## config.mk

```make
export PLATFORM = sky130hd
export DESIGN_NAME = vhst_ctrl_flat
export DESIGN_NICKNAME = d
export VERILOG_FILES = /design/src/sv/vhst_pkg.sv /design/src/sv/vhst_req_if.sv /design/src/sv/vhst_rsp_if.sv /design/src/sv/vhst_ctrl.sv /design/src/flat_wrapper.sv
export SDC_FILE = /design/constraint.sdc
export NUM_CORES = 1
export LEC_CHECK = 0
export BUFFER_PORTS_ARGS = -buffer_cell sky130_fd_sc_hd__buf_4
export CAP_MARGIN = 10
export CORE_MARGIN = 2
export CORE_UTILIZATION = 53
export CTS_BUF_LIST = sky130_fd_sc_hd__clkbuf_8 sky130_fd_sc_hd__clkbuf_16
export DETAILED_ROUTE_END_ITERATION = 10
export PLACE_DENSITY = 0.82
export SLEW_MARGIN = 0
export SYNTH_ARGS = -nofsm -noshare
export SYNTH_HDL_FRONTEND = slang
export SYNTH_SLANG_ARGS = --single-unit
export TNS_END_PERCENT = 100
```

## constraint.sdc

```tcl
create_clock -name clk_i -period 6.4 [get_ports clk_i]
set_clock_uncertainty 0.05 [all_clocks]
set_input_delay 1.6 -clock clk_i [delete_from_list [all_inputs] [get_ports clk_i]]
set_output_delay 1.6 -clock clk_i [all_outputs]
set_load 0.05 [all_outputs]
```

## src/sv/vhst_pkg.sv

```systemverilog
`timescale 1ns / 1ps
// ----------------------------------------------------------------------------
// Versioned handle slot table package
// Shared sizes, codes, slot word layout and memory request types.
// ----------------------------------------------------------------------------
package vhst_pkg;

  localparam int unsigned SLOTS        = 1024;
  localparam int unsigned IDX_BITS     = $clog2(SLOTS);
  localparam int unsigned COUNT_BITS   = IDX_BITS + 1;
  localparam int unsigned VERSION_BITS = 16;
  localparam int unsigned OBJECT_BITS  = 32;
  localparam int unsigned ROOT_BITS    = 16;
  localparam int unsigned FUNC_BITS    = 3;
  localparam int unsigned STATUS_BITS  = 3;

  typedef logic [IDX_BITS-1:0]     idx_t;
  typedef logic [COUNT_BITS-1:0]   count_t;
  typedef logic [VERSION_BITS-1:0] version_t;
  typedef logic [OBJECT_BITS-1:0]  object_t;
  typedef logic [ROOT_BITS-1:0]    roots_t;

  // Operation codes carried by an input item.
  typedef enum logic [FUNC_BITS-1:0] {
    FN_REGISTER    = 3'd0,
    FN_FREE        = 3'd1,
    FN_PENDING     = 3'd2,
    FN_RESOLVE     = 3'd3,
    FN_ADD_ROOT    = 3'd4,
    FN_REMOVE_ROOT = 3'd5
  } func_e;

  // Result status codes.
  typedef enum logic [STATUS_BITS-1:0] {
    STS_OK        = 3'd0,
    STS_NULL      = 3'd1,
    STS_STALE     = 3'd2,
    STS_BAD_STATE = 3'd3,
    STS_FULL      = 3'd4
  } status_e;

  // Lifecycle state of one slot.
  typedef enum logic [1:0] {
    SLOT_FREE    = 2'd0,
    SLOT_LIVE    = 2'd1,
    SLOT_PENDING = 2'd2
  } slot_state_e;

  // Controller sequencing states.
  typedef enum logic [1:0] {
    FSM_IDLE  = 2'd0,
    FSM_STACK = 2'd1,
    FSM_EXEC  = 2'd2
  } fsm_e;

  // One word of the slot memory.
  typedef struct packed {
    slot_state_e state;
    version_t    version;
    roots_t      roots;
    object_t     obj;
  } slot_word_t;

  // Request to the slot memory.
  typedef struct packed {
    logic       rd;
    logic       wr;
    idx_t       addr;
    slot_word_t wdata;
  } slot_req_t;

  // Request to the free stack memory.
  typedef struct packed {
    logic rd;
    logic wr;
    idx_t addr;
    idx_t wdata;
  } stack_req_t;

endpackage

```

## src/sv/vhst_req_if.sv

```systemverilog
`timescale 1ns / 1ps
// ----------------------------------------------------------------------------
// Request channel interface
// Carries one operation item with its handle and object reference.
// ----------------------------------------------------------------------------
interface vhst_req_if;
  import vhst_pkg::*;

  logic                   valid;
  logic                   ready;
  logic [FUNC_BITS-1:0]   func;
  logic                   handle_set;
  logic [IDX_BITS-1:0]    slot_index;
  logic [VERSION_BITS-1:0] slot_version;
  logic [OBJECT_BITS-1:0] object_ref;

  modport source (
    output valid, func, handle_set, slot_index, slot_version, object_ref,
    input  ready
  );

  modport sink (
    input  valid, func, handle_set, slot_index, slot_version, object_ref,
    output ready
  );

endinterface

```

## src/sv/vhst_rsp_if.sv

```systemverilog
`timescale 1ns / 1ps
// ----------------------------------------------------------------------------
// Response channel interface
// Carries one result item: status, issued handle, object and live count.
// ----------------------------------------------------------------------------
interface vhst_rsp_if;
  import vhst_pkg::*;

  logic                    valid;
  logic                    ready;
  logic [STATUS_BITS-1:0]  status;
  logic [IDX_BITS-1:0]     out_index;
  logic [VERSION_BITS-1:0] out_version;
  logic [OBJECT_BITS-1:0]  out_object;
  logic [COUNT_BITS-1:0]   live_count;

  modport source (
    output valid, status, out_index, out_version, out_object, live_count,
    input  ready
  );

  modport sink (
    input  valid, status, out_index, out_version, out_object, live_count,
    output ready
  );

endinterface

```

## src/sv/vhst_ctrl.sv

```systemverilog
`timescale 1ns / 1ps
// ----------------------------------------------------------------------------
// Slot table controller
// Sequences the memory reads, performs the slot update and holds the result.
// ----------------------------------------------------------------------------
module vhst_ctrl (
  input  logic                 clk_i,
  input  logic                 rst_ni,
  vhst_req_if.sink             req_i,
  vhst_rsp_if.source           rsp_o,
  output vhst_pkg::slot_req_t  slot_req_o,
  input  vhst_pkg::slot_word_t slot_rdata_i,
  output vhst_pkg::stack_req_t stack_req_o,
  input  vhst_pkg::idx_t       stack_rdata_i
);
  import vhst_pkg::*;

  fsm_e state_q, state_d;

  // Captured item.
  func_e    func_q;
  logic     set_q;
  idx_t     idx_q;
  version_t ver_q;
  object_t  obj_q;

  // Table bookkeeping.
  count_t free_top_q, free_top_d;
  count_t high_q, high_d;
  count_t live_q, live_d;

  // Result register.
  logic     out_valid_q;
  status_e  out_status_q;
  idx_t     out_index_q;
  version_t out_version_q;
  object_t  out_object_q;
  count_t   out_live_q;

  logic   accept;
  logic   is_reg_in;
  logic   pop_read;
  logic   exec_go;
  count_t top_minus_one;

  // Execution results.
  status_e    ex_status;
  idx_t       ex_index;
  version_t   ex_version;
  object_t    ex_object;
  logic       ex_slot_wr;
  slot_word_t ex_wdata;
  logic       ex_push;
  logic       ex_pop;
  logic       ex_high_inc;
  logic       ex_live_inc;
  logic       ex_live_dec;
  logic       hit;

  assign accept        = req_i.valid && req_i.ready;
  assign is_reg_in     = (func_e'(req_i.func) == FN_REGISTER);
  assign top_minus_one = free_top_q - count_t'(1);
  assign pop_read      = is_reg_in && (free_top_q != '0) && (req_i.object_ref != '0);
  assign exec_go       = (state_q == FSM_EXEC) && (!out_valid_q || rsp_o.ready);

  // Sequencer: next state, ready and memory requests.
  always_comb begin
    state_d     = state_q;
    req_i.ready = 1'b0;
    slot_req_o  = '0;
    stack_req_o = '0;
    unique case (state_q)
      FSM_IDLE: begin
        req_i.ready = 1'b1;
        if (accept) begin
          slot_req_o.rd   = !is_reg_in;
          slot_req_o.addr = req_i.slot_index;
          stack_req_o.rd   = pop_read;
          stack_req_o.addr = top_minus_one[IDX_BITS-1:0];
          state_d = pop_read ? FSM_STACK : FSM_EXEC;
        end
      end
      FSM_STACK: begin
        slot_req_o.rd   = 1'b1;
        slot_req_o.addr = stack_rdata_i;
        state_d         = FSM_EXEC;
      end
      FSM_EXEC: begin
        slot_req_o.wr    = exec_go && ex_slot_wr;
        slot_req_o.addr  = idx_q;
        slot_req_o.wdata = ex_wdata;
        stack_req_o.wr    = exec_go && ex_push;
        stack_req_o.addr  = free_top_q[IDX_BITS-1:0];
        stack_req_o.wdata = idx_q;
        if (exec_go) begin
          state_d = FSM_IDLE;
        end
      end
      default: begin
        state_d = FSM_IDLE;
      end
    endcase
  end

  always_ff @(posedge clk_i or negedge rst_ni) begin
    if (!rst_ni) begin
      state_q <= FSM_IDLE;
    end else begin
      state_q <= state_d;
    end
  end

  // Capture the item; a popped index replaces the slot index.
  always_ff @(posedge clk_i) begin
    if (accept) begin
      func_q <= func_e'(req_i.func);
      set_q  <= req_i.handle_set;
      ver_q  <= req_i.slot_version;
      obj_q  <= req_i.object_ref;
      idx_q  <= is_reg_in ? high_q[IDX_BITS-1:0] : req_i.slot_index;
    end else if (state_q == FSM_STACK) begin
      idx_q <= stack_rdata_i;
    end
  end

  // Handle lookup: set, below the high mark and of matching version.
  assign hit = set_q && ({1'b0, idx_q} < high_q) && (slot_rdata_i.version == ver_q);

  // Read-modify-write of the slot word.
  always_comb begin
    ex_status   = STS_OK;
    ex_index    = '0;
    ex_version  = '0;
    ex_object   = '0;
    ex_slot_wr  = 1'b0;
    ex_wdata    = slot_rdata_i;
    ex_push     = 1'b0;
    ex_pop      = 1'b0;
    ex_high_inc = 1'b0;
    ex_live_inc = 1'b0;
    ex_live_dec = 1'b0;
    if (func_q == FN_REGISTER) begin
      ex_wdata.state = SLOT_LIVE;
      ex_wdata.roots = '0;
      ex_wdata.obj   = obj_q;
      priority if (obj_q == '0) begin
        ex_status = STS_NULL;
      end else if (free_top_q != '0) begin
        ex_pop      = 1'b1;
        ex_slot_wr  = 1'b1;
        ex_live_inc = 1'b1;
        ex_index    = idx_q;
        ex_version  = slot_rdata_i.version;
      end else if (high_q != count_t'(SLOTS)) begin
        // A never-used slot is written with version zero.
        ex_wdata.version = '0;
        ex_high_inc = 1'b1;
        ex_slot_wr  = 1'b1;
        ex_live_inc = 1'b1;
        ex_index    = idx_q;
      end else begin
        ex_status = STS_FULL;
      end
    end else if (!hit) begin
      ex_status = (func_q == FN_FREE || func_q == FN_PENDING || func_q == FN_RESOLVE ||
                   func_q == FN_ADD_ROOT || func_q == FN_REMOVE_ROOT) ?
                  STS_STALE : STS_BAD_STATE;
    end else begin
      unique case (func_q)
        FN_FREE: begin
          if (slot_rdata_i.state == SLOT_LIVE || slot_rdata_i.state == SLOT_PENDING) begin
            ex_live_dec      = (slot_rdata_i.state == SLOT_LIVE);
            ex_slot_wr       = 1'b1;
            ex_wdata.state   = SLOT_FREE;
            ex_wdata.roots   = '0;
            ex_wdata.obj     = '0;
            ex_wdata.version = slot_rdata_i.version + version_t'(1);
            ex_push          = (free_top_q != count_t'(SLOTS));
          end else begin
            ex_status = STS_BAD_STATE;
          end
        end
        FN_PENDING, FN_RESOLVE, FN_ADD_ROOT, FN_REMOVE_ROOT: begin
          if (slot_rdata_i.state != SLOT_LIVE) begin
            ex_status = STS_BAD_STATE;
          end else begin
            unique case (func_q)
              FN_PENDING: begin
                ex_slot_wr     = 1'b1;
                ex_wdata.state = SLOT_PENDING;
                ex_wdata.roots = '0;
                ex_live_dec    = 1'b1;
              end
              FN_RESOLVE: begin
                ex_object = slot_rdata_i.obj;
              end
              FN_ADD_ROOT: begin
                ex_slot_wr = (slot_rdata_i.roots != '1);
                ex_wdata.roots = slot_rdata_i.roots + roots_t'(1);
              end
              default: begin
                ex_slot_wr = (slot_rdata_i.roots != '0);
                ex_wdata.roots = slot_rdata_i.roots - roots_t'(1);
              end
            endcase
          end
        end
        default: begin
          ex_status = STS_BAD_STATE;
        end
      endcase
    end
  end

  // Next values of the table counters.
  always_comb begin
    free_top_d = free_top_q;
    high_d     = high_q;
    live_d     = live_q;
    if (ex_push) begin
      free_top_d = free_top_q + count_t'(1);
    end else if (ex_pop) begin
      free_top_d = top_minus_one;
    end
    if (ex_high_inc) begin
      high_d = high_q + count_t'(1);
    end
    if (ex_live_inc) begin
      live_d = live_q + count_t'(1);
    end else if (ex_live_dec && live_q != '0) begin
      live_d = live_q - count_t'(1);
    end
  end

  always_ff @(posedge clk_i or negedge rst_ni) begin
    if (!rst_ni) begin
      free_top_q  <= '0;
      high_q      <= '0;
      live_q      <= '0;
      out_valid_q <= 1'b0;
    end else begin
      if (exec_go) begin
        free_top_q <= free_top_d;
        high_q     <= high_d;
        live_q     <= live_d;
      end
      if (exec_go) begin
        out_valid_q <= 1'b1;
      end else if (rsp_o.ready) begin
        out_valid_q <= 1'b0;
      end
    end
  end

  // Result payload register.
  always_ff @(posedge clk_i) begin
    if (exec_go) begin
      out_status_q  <= ex_status;
      out_index_q   <= ex_index;
      out_version_q <= ex_version;
      out_object_q  <= ex_object;
      out_live_q    <= live_d;
    end
  end

  assign rsp_o.valid       = out_valid_q;
  assign rsp_o.status      = out_status_q;
  assign rsp_o.out_index   = out_index_q;
  assign rsp_o.out_version = out_version_q;
  assign rsp_o.out_object  = out_object_q;
  assign rsp_o.live_count  = out_live_q;

`ifndef SYNTHESIS
  // Every live slot lies below the high mark.
  a_live_le_high: assert property (@(posedge clk_i) disable iff (!rst_ni)
    live_q <= high_q)
    else $error("live count exceeds used slots");

  // The free stack only holds slots that were used.
  a_top_le_high: assert property (@(posedge clk_i) disable iff (!rst_ni)
    free_top_q <= high_q)
    else $error("free stack deeper than used slots");

  // The slot memory port never reads and writes in one cycle.
  a_slot_port: assert property (@(posedge clk_i) disable iff (!rst_ni)
    !(slot_req_o.rd && slot_req_o.wr))
    else $error("slot memory read and write collide");

  // A new result only comes out of the execute step.
  a_result_src: assert property (@(posedge clk_i) disable iff (!rst_ni)
    (out_valid_q && !$past(out_valid_q)) |-> $past(state_q) == FSM_EXEC)
    else $error("result loaded outside execute step");
`endif

endmodule

```

## src/flat_wrapper.sv

```systemverilog
// flat-port wrapper written by rule: the top's interface ports become plain ports
module vhst_ctrl_flat import vhst_pkg::*;
  (clk_i, rst_ni, slot_req_o, slot_rdata_i, stack_req_o, stack_rdata_i, req_i_valid, req_i_func, req_i_handle_set, req_i_slot_index, req_i_slot_version, req_i_object_ref, req_i_ready, rsp_o_valid, rsp_o_status, rsp_o_out_index, rsp_o_out_version, rsp_o_out_object, rsp_o_live_count, rsp_o_ready);
  vhst_req_if req_i_i ();
  vhst_rsp_if rsp_o_i ();
  input  logic clk_i;
  input  logic rst_ni;
  output vhst_pkg::slot_req_t slot_req_o;
  input  vhst_pkg::slot_word_t slot_rdata_i;
  output vhst_pkg::stack_req_t stack_req_o;
  input  vhst_pkg::idx_t stack_rdata_i;
  input wire logic [$bits(req_i_i.valid)-1:0] req_i_valid;
  input wire logic [$bits(req_i_i.func)-1:0] req_i_func;
  input wire logic [$bits(req_i_i.handle_set)-1:0] req_i_handle_set;
  input wire logic [$bits(req_i_i.slot_index)-1:0] req_i_slot_index;
  input wire logic [$bits(req_i_i.slot_version)-1:0] req_i_slot_version;
  input wire logic [$bits(req_i_i.object_ref)-1:0] req_i_object_ref;
  output wire logic [$bits(req_i_i.ready)-1:0] req_i_ready;
  output wire logic [$bits(rsp_o_i.valid)-1:0] rsp_o_valid;
  output wire logic [$bits(rsp_o_i.status)-1:0] rsp_o_status;
  output wire logic [$bits(rsp_o_i.out_index)-1:0] rsp_o_out_index;
  output wire logic [$bits(rsp_o_i.out_version)-1:0] rsp_o_out_version;
  output wire logic [$bits(rsp_o_i.out_object)-1:0] rsp_o_out_object;
  output wire logic [$bits(rsp_o_i.live_count)-1:0] rsp_o_live_count;
  input wire logic [$bits(rsp_o_i.ready)-1:0] rsp_o_ready;
  assign req_i_i.valid = req_i_valid;
  assign req_i_i.func = req_i_func;
  assign req_i_i.handle_set = req_i_handle_set;
  assign req_i_i.slot_index = req_i_slot_index;
  assign req_i_i.slot_version = req_i_slot_version;
  assign req_i_i.object_ref = req_i_object_ref;
  assign req_i_ready = req_i_i.ready;
  assign rsp_o_valid = rsp_o_i.valid;
  assign rsp_o_status = rsp_o_i.status;
  assign rsp_o_out_index = rsp_o_i.out_index;
  assign rsp_o_out_version = rsp_o_i.out_version;
  assign rsp_o_out_object = rsp_o_i.out_object;
  assign rsp_o_live_count = rsp_o_i.live_count;
  assign rsp_o_i.ready = rsp_o_ready;
  vhst_ctrl u_core (.clk_i(clk_i), .rst_ni(rst_ni), .req_i(req_i_i), .rsp_o(rsp_o_i), .slot_req_o(slot_req_o), .slot_rdata_i(slot_rdata_i), .stack_req_o(stack_req_o), .stack_rdata_i(stack_rdata_i));
endmodule
```

==> flow_summary_export.csv, run 1 <==
group,metric,value,unit
final_layout,final_common_cell,"buf_4",
sta,rsz0062_at_grt,"no",
final_layout,fin_nets,1562,
final_layout,nFillCells,1498,
routing,routed_via_density,5.96,
synthesis,synthCells,1092,
worst_setup_path,cp_max_fo,18,
routing,drc,0,
synthesis,synth-xor-area-share,5.01,%
worst_setup_path,r2r-start,"u_core.state_q[1]",
pwr,power_per_cell_area,295,nW/um^2
routing,vias,9902,
clocking,clockBufferDepth,2,
clocking,cts_hold_repair.buffers,0,
routing,avgRoutedWirePerCell,18.6,um
die,die_w,145,um
clocking,path_clk_slew,0.07,ns
sta,drv_slew,0,
final_layout,final_area,13700,um^2
outcome,status,"finished, final reports clean",
synthesis,synth_mux_area_share,0.608,%
clocking,cts_inserted_buffers,17,
clocking,post_cts_buffers,0,
synthesis,ys_types,82,
synthesis,synth_seq_area_share,46.9,%
clocking,h-tree-depth,4,
hold_path,worstHoldStart,"u_core.live_q[9]",
sta,min_period_over_period,94.0,%
global_routing,grt_pass1_wl,46900,um
global_routing,overflow,0,
synthesis,synth_simple_gate_area_share,25.1,%
worst_setup_path,end_kind,"output pin",
sta,worstMarginPinSlew,1.18,ns
placed_design,hpwlAfterDp,23000,um
run,drv_cap,0,
worst_setup_path,arrival,4.36,ns
sta,fin_tns_setup,0,ns
global_routing,grt_start_max_net_pins,81,
synthesis,synth_area_per_cell,9.61,um^2
final_layout,layout-drive-gt1-share,27.9,%
routing,antenna_left,0,
placed_design,placed_area,13100,um^2
die,core,19500,um^2
hold_path,min_to,"u_core.live_q[9]",
sta,slew_headroom,20.4,%
sta,report.final.setup_viol,0,
die,start_util,53.9,%
sta,hold_viol_final,0,
routing,dr.first_iter.drc_count,660,
hold_path,min_path_cells,1,
synthesis,yosysWarnings,0,
worst_setup_path,start_kind,"flop",
pwr,p_leak,5.78,nW
placed_design,globalplace.congestion,0.993,
die,fp.dieArea,20900,um^2
global_routing,antenna_found_initial,0,
clocking,numClockSinks,170,
clocking,cts-root-buf,"clkbuf_16",
synthesis,synth_nets,1271,
synthesis,synthFlopType,"edfxtp_1",
synthesis,synth_compound_area_share,14.6,%
global_routing,track_usage,28.8,%
synthesis,netlist_area,10500,um^2
global_routing,grt_pass1_vias,9367,
worst_setup_path,r2r_end,"u_core.free_top_q[9]",
routing,first_pass_iters,7,
synthesis,yosys_register_bits,170,
pwr,irDropWorstVdd,182,uV
sta,fmax,166,MHz
final_layout,most-common-layout-cells,"331 x buf_4, 151 x nand2_1, 134 x edfxtp_1",
routing,drt_wl_total,30800,um
die,rows,51,
synthesis,synthArstFlopShare,21.2,%
worst_setup_path,regToRegSetupSlack,2.37,ns
worst_setup_path,critPathKind,"flop to output pin",
worst_setup_path,reg2regPathDepth,9,
clocking,cts_tree,"built",
final_layout,diodes,0,
die,io_pins,316,
placed_design,port_buffers,315,
hold_path,min_path_type,"flop to flop",
synthesis,synth_top_family_by_area,"simple AND/OR/NAND/NOR gates",
die,dieHeight,145,um
sta,period_needed,6.01,ns
synthesis,yosys.area_share.adder,4.48,%
synthesis,synth-edff-count,134,
worst_setup_path,worstPathRequired,4.75,ns
final_layout,area_growth_syn_to_layout,30.6,%
clocking,clk_latency,0.42,ns
-- layer usage --
| metal | vias up | global-route usage [%] | part of all wire (%) |
|---|---|---|---|
| met5 | - | 0 | 0 |
| met4 | 0 | 12.5 | 3.1 |
| met3 | 72 | 4.87 | 9.3 |
| met2 | 574 | 50.3 | 49 |
| met1 | 4637 | 35.2 | 38 |
| li1 | 4619 | - | - |
-- logic make-up (layout without fill, tap and decap cells) --
kind of cell / count (synthesis) / in the layout
compound gates: 232 / 232
xor+xnor: 60 / 60
fa+ha+maj: 37 / 37
buf+inv: 84 / 388
flops: 170 / 170
mux: 6 / 6
simple gates: 503 / 503
-- cell type report --
type                    instances  area (um^2)  share of cell area [%]
multi-input cells             838         5240                    38.2
flip-flops and latches        170         4920                    35.9
repair buffers                331         2480                    18.1
clock buffers                  17          425                    3.10
well taps                     265          332                    2.42
clock inverters                15          208                    1.51
inverters                      25         95.1                   0.693
-- Yosys cell counts (3+ instances only) --
| library cell | count | area share (%) |
|---|---|---|
| o22ai_1 | 3 | 0.18 |
| buf_2 | 5 | 0.24 |
| a21o_1 | 6 | 0.43 |
| o31ai_1 | 5 | 0.36 |
| nor4_2 | 3 | 0.36 |
| a2111oi_0 | 3 | 0.25 |
| nand2b_1 | 8 | 0.48 |
| nand2_1 | 152 | 5.4 |
| and2_1 | 72 | 4.3 |
| a211oi_1 | 4 | 0.29 |
| and4_1 | 3 | 0.25 |
| clkbuf_1 | 47 | 1.7 |
| a31oi_1 | 11 | 0.66 |
| or4_1 | 8 | 0.57 |
| a22oi_1 | 25 | 1.8 |
| nor3_1 | 31 | 1.5 |
| nand3b_1 | 3 | 0.21 |
| o21bai_1 | 12 | 0.86 |
| edfxtp_1 | 134 | 38 |
| nand4_1 | 24 | 1.4 |
| buf_1 | 3 | 0.11 |
| o21a_1 | 6 | 0.43 |
| nor2b_1 | 4 | 0.24 |
| dfrtp_1 | 36 | 8.6 |
| nand3_1 | 32 | 1.5 |
| a21oi_1 | 78 | 3.7 |
| and3_1 | 10 | 0.60 |
| inv_1 | 22 | 0.79 |
| ha_1 | 36 | 4.3 |
| mux2i_1 | 3 | 0.29 |
| xnor2_1 | 24 | 2.0 |
| xor2_1 | 36 | 3.0 |
| o211ai_1 | 16 | 1.1 |
| nor4_1 | 33 | 2.0 |
| nor2_1 | 78 | 2.8 |
| or3_1 | 21 | 1.3 |
| a221oi_1 | 5 | 0.42 |
| o21ai_0 | 30 | 1.4 |
| o211a_1 | 5 | 0.48 |
-- registers in the layout, summed over array words and instances (netlist names) --
register,flops
u_core.high_q,11
u_core.rsp_o.out_version,16
u_core.rsp_o.live_count,11
u_core.free_top_q,11
u_core.rsp_o.valid,1
u_core.rsp_o.status,3
u_core.obj_q,32
u_core.idx_q,10
u_core.set_q,1
u_core.rsp_o.out_object,32
u_core.live_q,11
u_core.rsp_o.out_index,10
u_core.func_q,3
u_core.state_q,2
u_core.ver_q,16
-- per-stage QoR --
step | util, % | setup WS, ns | hold slack, ns | total power [mW] | std cells
3_5_place_dp | 67.2 | 0.555 | 0.483 | 2.94 | 1629
6_report | 70.5 | 0.385 | 0.497 | 4.05 | 1661
4_1_cts | 70.4 | 0.169 | 0.496 | 4.06 | 1661
2_1_floorplan | - | 0.515 | 0.443 | 2.46 | 1092
5_1_grt | 70.5 | 0.0242 | 0.505 | 4.21 | 1661
3_3_place_gp | 67.2 | 0.554 | 0.470 | 2.92 | 1629
-- power breakdown --
group | total [mW] | switching (mW) | internal, mW
logic | 1.48 | 1.03 | 0.449
registers | 1.45 | 0.0990 | 1.36
clock network | 1.12 | 0.456 | 0.663
-- critical path: stages (launching register included) --
cell       delay (ns)
edfxtp_1         0.38
clkinv_1         0.30
nor2_1           0.33
nand2_2          0.31
ha_1             0.46
a21oi_1          0.10
a2111oi_0        0.63
nor2_1           0.14
o211ai_1         0.37
a2111oi_0        0.17
a31o_2           0.24
o31a_1           0.30
buf_4            0.20
-- how the worst max path moves through the flow --
stage,slack [ns],cells past startpoint,startpoint,to
finish,0.39,12,u_core.func_q[2],slot_req_o[47]
global placement,0.55,10,slot_rdata_i[34],slot_req_o[47]
detailed placement,0.56,10,slot_rdata_i[34],slot_req_o[47]
floorplan,0.52,4,rsp_o_ready,slot_req_o[76]
global route,0.02,12,u_core.func_q[2],slot_req_o[47]
CTS,0.17,12,u_core.func_q[2],slot_req_o[47]
-- what timing repair did --
action                                  CTS  global route
resized for setup                         0             1
hold endpoints to repair                  0             0
endpoints found under the setup margin    0             2
No activity file was read; power rests on OpenSTA's default activity.
==> run 2: changes to the inputs <==
- ABC_AREA: default -> 1
- CORE_UTILIZATION: 53 -> 54
==> run 2 against run 1 <==
  * Largest power group unchanged
  * Final area increased by 9.7%
  * Count of clock-buffer cells in the layout unchanged
  * Synthesized cell count increased by 47%
  * Non-clock buffer count decreased by 7
  * Hold slack got worse by 0.023 ns
  * Critical endpoint is now slot_req_o[63]
==> flow_summary_export.csv, run 2 <==
group,metric,value,unit
sta,fin_tns_setup,0,ns
pwr,power.switching,2.10,mW
final_layout,fin_nets,2083,
worst_setup_path,critPathKind,"input port to output pin",
synthesis,synthCells,1605,
synthesis,yosysWarnings,0,
routing,routed_via_density,5.53,
routing,drt_wl_total,38000,um
synthesis,yosys.area_share.adder,3.98,%
routing,drc,0,
worst_setup_path,path_buf_inv,4,
clocking,numClockSinks,170,
placed_design,port_buffers,315,
worst_setup_path,cp_common_cell,"nand2_1",
pwr,total_power,4.71,mW
sta,period_needed,5.39,ns
sta,slew_headroom,17.5,%
synthesis,synth-edff-count,134,
global_routing,antenna_found_initial,0,
routing,avgRoutedWirePerCell,17.3,um
synthesis,synthTopCellsByCount,"478 x nand2_1, 214 x inv_1, 203 x nor2_1, 134 x edfxtp_1, 81 x o21ai_0",
sta,report.final.setup_viol,0,
pwr,power_per_cell_area,313,nW/um^2
worst_setup_path,slowest_delay,0.35,ns
placed_design,globalplace.congestion,1.04,
die,rows,54,
worst_setup_path,r2r_end,"u_core.rsp_o.out_object[24]",
synthesis,synth_top_family_by_area,"simple AND/OR/NAND/NOR gates",
sta,drv_slew,0,
pwr,irDropWorstVdd,387,uV
synthesis,synthTopCellsByArea,"edfxtp_1 34%, nand2_1 15%, dfrtp_1 7.6%",
synthesis,synth_seq_area_share,41.6,%
run,drv_cap,0,
outcome,status,"finished, final reports clean",
clocking,cts-root-buf,"clkbuf_16",
synthesis,yosysTopAreaCell,"edfxtp_1",
sta,rsz0062_at_grt,"no",
pwr,p_sw_share,44.5,%
die,fp.dieArea,23100,um^2
die,dieHeight,152,um
final_layout,final_common_cell,"nand2_1",
worst_setup_path,start_kind,"input port",
synthesis,yosys_register_bits,170,
routing,first_pass_iters,6,
worst_setup_path,reg2regPathDepth,13,
global_routing,grt_start_max_net_pins,73,
worst_setup_path,cp_max_fo,14,
routing,antenna_left,0,
sta,min_period_over_period,84.2,%
synthesis,synth_top_cell_area_share,34.0,%
worst_setup_path,cp_cell_sequence,"buf_4, inv_2, nand2_1, nand2_1, nor2_1, nand2_1, nor2_1, nand2_1, nor2_4, inv_1, nand2_1, nand2_1, nand2_1, nand2_1, nor2_1, buf_4",
synthesis,synth_simple_gate_area_share,31.5,%
die,io_pins,316,
clocking,path_clk_slew,0.08,ns
placed_design,dp_cells,2165,
clocking,cts_hold_repair.buffers,0,
worst_setup_path,end_kind,"output pin",
synthesis,netlist_area,11800,um^2
synthesis,ys_types,54,
clocking,clockBufferDepth,2,
worst_setup_path,critPathLaunch,"slot_rdata_i[62]",
synthesis,synthFlopType,"edfxtp_1",
global_routing,grt_pass1_wl,59900,um
die,start_util,54.5,%
clocking,cts_tree,"built",
synthesis,synth-xor-area-share,2.94,%
die,die_w,152,um
final_layout,diodes,0,
synthesis,synth_nets,1784,
synthesis,synth_mux_area_share,0,%
die,core,21700,um^2
final_layout,most-common-layout-cells,"478 x nand2_1, 324 x buf_4, 214 x inv_1",
sta,hold_viol_final,0,
synthesis,synth_compound_area_share,10.4,%
clocking,clk_latency,0.45,ns
pwr,cellInternalPower,2.61,mW
worst_setup_path,r2r-start,"u_core.high_q[5]",
worst_setup_path,crit_cells,16,
clocking,h-tree-depth,4,
global_routing,overflow,0,
clocking,post_cts_buffers,0,
pwr,power_frac_clock,24.0,%
final_layout,area_growth_syn_to_layout,27.2,%
global_routing,track_usage,32.3,%
worst_setup_path,crit_path_top_delay_cell,"nor2_4",
pwr,seqPwrFrac,33.1,%
clocking,cts_resized,0,
pwr,power_frac_comb,42.9,%
global_routing,grt_pass1_vias,11095,
synthesis,synthArstFlopShare,21.2,%
final_layout,instances_no_fill,2197,
placed_design,hpwlAfterDp,29500,um
routing,dr.first_iter.drc_count,1104,
clocking,cts_inserted_buffers,17,
worst_setup_path,critical_path.endpoint,"slot_req_o[63]",
worst_setup_path,regToRegSetupSlack,2.90,ns
sta,fmax,186,MHz
hold_path,min_path_type,"flop to flop",
worst_setup_path,worstPathRequired,4.75,ns
synthesis,synth_area_per_cell,7.37,um^2
worst_setup_path,cp_top_family,"simple AND/OR/NAND/NOR gates",
final_layout,layout-drive-gt1-share,21.4,%
routing,vias,12145,
synthesis,synth_most_common_cell,"nand2_1",
sta,worstMarginPinSlew,1.23,ns
final_layout,final_util,69.4,%
pwr,p_leak,7.60,nW
worst_setup_path,arrival,3.74,ns
## run 2: per-layer routing
metal  routed length (um)  track usage [%]  vias up
met4                  960             9.57        0
met1                16100             45.1     5608
li1                     -                -     5843
met2                17600             51.1      630
met3                 3350             6.73       64
met5                    0                0        -
## run 2: tightest hold or removal path: cells and delay by family (launching register included)
kind          cells  cell delay, ns
flops             1            0.37
simple gates      2            0.12
## run 2: cell type report
class                   instances  area, um^2
clock buffers                  17         425
clock inverters                15         225
fillers                      1812        6650
inverters                     238         893
multi-input cells            1153        5790
flip-flops and latches        170        4920
well taps                     280         350
repair buffers                324        2430
## run 2: power groups by stage
stage	registers [mW]	clock network, mW	logic (mW)
after global placement	1.57	0	1.98
after global routing	1.58	1.17	2.17
after floorplan	1.75	0	1.23
after CTS	1.55	1.13	2.01
after detailed placement	1.57	0	2.00
final	1.56	1.13	2.02
## run 2: kinds of logic (layout without fill, tap and decap cells)
family | count (synthesis) | in the layout
AND/OR/NAND/NOR | 875 | 875
flip-flops | 170 | 170
XOR/XNOR | 38 | 38
AO/OA/AOI/OAI | 203 | 203
adder cells (fa/ha/maj) | 37 | 37
buffers and inverters | 282 | 594
## run 2: worst min-delay path by stage
stage	start	end	slack, ns	cells past startpoint
6_report	u_core.live_q[7]	u_core.live_q[7]	0.47	2
5_1_grt	u_core.live_q[7]	u_core.live_q[7]	0.54	2
4_1_cts	u_core.live_q[7]	u_core.live_q[7]	0.48	2
3_5_place_dp	u_core.live_q[7]	u_core.live_q[7]	0.46	2
3_3_place_gp	u_core.live_q[7]	u_core.live_q[7]	0.44	2
2_1_floorplan	u_core.live_q[7]	u_core.live_q[7]	0.42	2
## run 2: stage by stage
step	setup slack [ns]	instance area (um^2)	hold slack (ns)
after global placement	0.984	14400	0.437
after global routing	0.828	15000	0.535
after floorplan	0.181	11800	0.421
after CTS	1.03	15000	0.475
after detailed placement	1.04	14400	0.456
final	1.01	15000	0.474
==> run 3: changes to the inputs <==
- clock period: 6.4 -> 5.06 ns (I/O delays scaled with it)
==> run 3 against run 2 <==
  * First-iteration DRC count down 6.8%
  * Via count down 0.15%
  * Non-clock buffer count up 1
  * Wire length down 0.23%
  * Clock power up 25%
  * Critical path type is now flop to output pin
  * Largest power group unchanged
  * Highest routed layer unchanged
==> flow_summary_export.csv, run 3 (synthesis gave the netlist of run 2 again) <==
group,metric,value,unit
outcome,status,"finished, final reports clean",
worst_setup_path,start_kind,"flop",
placed_design,globalplace.congestion,0.983,
routing,vias,12127,
sta,period_needed,4.78,ns
die,fp.dieArea,23100,um^2
placed_design,hpwlAfterDp,29300,um
worst_setup_path,end_kind,"output pin",
clocking,h-tree-depth,4,
sta,rsz0062_at_grt,"no",
final_layout,final_util,69.3,%
routing,avgRoutedWirePerCell,17.3,um
die,core,21700,um^2
global_routing,grt_pass1_vias,11110,
routing,dr.first_iter.drc_count,1029,
run,drv_cap,0,
sta,worstMarginPinSlew,1.22,ns
pwr,power_per_cell_area,396,nW/um^2
routing,antenna_left,0,
final_layout,final_area,15000,um^2
placed_design,port_buffers,315,
sta,report.final.setup_viol,0,
die,dieHeight,152,um
worst_setup_path,critPathKind,"flop to output pin",
final_layout,area_growth_syn_to_layout,27.1,%
final_layout,fin_nets,2084,
final_layout,instances_no_fill,2197,
global_routing,antenna_found_initial,0,
worst_setup_path,critPathLaunch,"u_core.high_q[2]",
die,start_util,54.5,%
global_routing,grt_start_max_net_pins,75,
hold_path,worstHoldStart,"u_core.live_q[7]",
routing,drc,0,
clocking,clockBufferDepth,2,
worst_setup_path,r2r-start,"u_core.high_q[2]",
sta,min_period_over_period,94.5,%
clocking,numClockSinks,170,
final_layout,final_common_cell,"nand2_1",
pwr,p_leak,7.59,nW
clocking,clk_latency,0.45,ns
routing,routed_via_density,5.52,
sta,holdWs,0.464,ns
clocking,cts_hold_repair.buffers,0,
clocking,cts_inserted_buffers,17,
clocking,path_clk_slew,0.07,ns
worst_setup_path,worstPathRequired,3.74,ns
hold_path,min_path_type,"flop to flop",
routing,first_pass_iters,6,
global_routing,track_usage,32.3,%
sta,drv_slew,0,
die,die_w,152,um
placed_design,placed_area,14400,um^2
sta,slew_headroom,18.6,%
global_routing,grt_pass1_wl,59900,um
sta,hold_viol_final,0,
routing,drt_wl_total,37900,um
final_layout,layout-drive-gt1-share,21.4,%
placed_design,dp_cells,2166,
pwr,irDropWorstVdd,412,uV
worst_setup_path,arrival,3.47,ns
clocking,post_cts_buffers,0,
final_layout,most-common-layout-cells,"477 x nand2_1, 325 x buf_4, 214 x inv_1",
die,rows,54,
sta,fin_tns_setup,0,ns
worst_setup_path,cp_max_fo,32,
clocking,cts-root-buf,"clkbuf_16",
global_routing,overflow,0,
clocking,cts_tree,"built",
final_layout,diodes,0,
sta,fmax,209,MHz
die,io_pins,316,
-- run 3: path summary, 6_finish.rpt --
check | to | slack, ns | depth (start not counted)
setup / recovery | slot_req_o[21] | 0.28 | 14
hold / removal | u_core.live_q[7] | 0.46 | 2
setup reg to reg | u_core.rsp_o.out_object[11] | 1.55 | 10
hold reg to reg | u_core.live_q[7] | 0.46 | 2
max in group asynchronous | u_core.free_top_q[1] | 3.85 | 1
min in group asynchronous | u_core.live_q[8] | 0.75 | 1
-- run 3: area by class of cell --
cell class                      instances  area [um^2]
Fill cell                            1780         6660
Multi-Input combinational cell       1153         5790
Sequential cell                       170         4920
Timing Repair Buffer                  325         2440
Inverter                              238          896
Clock buffer                           17          425
Tap cell                              280          350
Clock inverter                         14          201
-- run 3: timing repair --
item,CTS,global route
endpoints found under the setup margin,0,25
endpoints found under the hold margin,0,0
gates resized for setup,0,3
-- run 3: worst max-delay path, stage by stage, from the launching register on --
cell and delay, ns:
dfrtp_1 0.46, inv_1 0.15, ha_1 0.34, a21oi_1 0.25, a21o_1 0.17, nand2_1 0.05, nand2_1 0.31, inv_1 0.13
nor2_4 0.30, nand2_4 0.14, nand2_2 0.11, inv_4 0.14, o211ai_1 0.20, inv_1 0.07, buf_4 0.19
-- run 3: routing by layer --
metal / vias to the layer above / track usage (%) / part of all wire [%]
met5: - / 0 / 0
li1: 5849 / - / -
met4: 0 / 8.90 / 2.3
met2: 617 / 52.0 / 47
met1: 5595 / 45.8 / 43
met3: 66 / 4.85 / 8.1
-- run 3: through the flow --
stage	power, mW	worst slack, ns
2_1_floorplan	3.76	0.494
3_3_place_gp	4.49	0.417
3_5_place_dp	4.53	0.439
4_1_cts	5.95	0.150
5_1_grt	6.23	0.0341
6_report	5.95	0.277
-- run 3: power breakdown --
part | internal (mW) | total, mW | switching, mW
Clock | 0.798 | 1.41 | 0.616
Combinational | 0.763 | 2.57 | 1.81
Sequential | 1.77 | 1.97 | 0.194
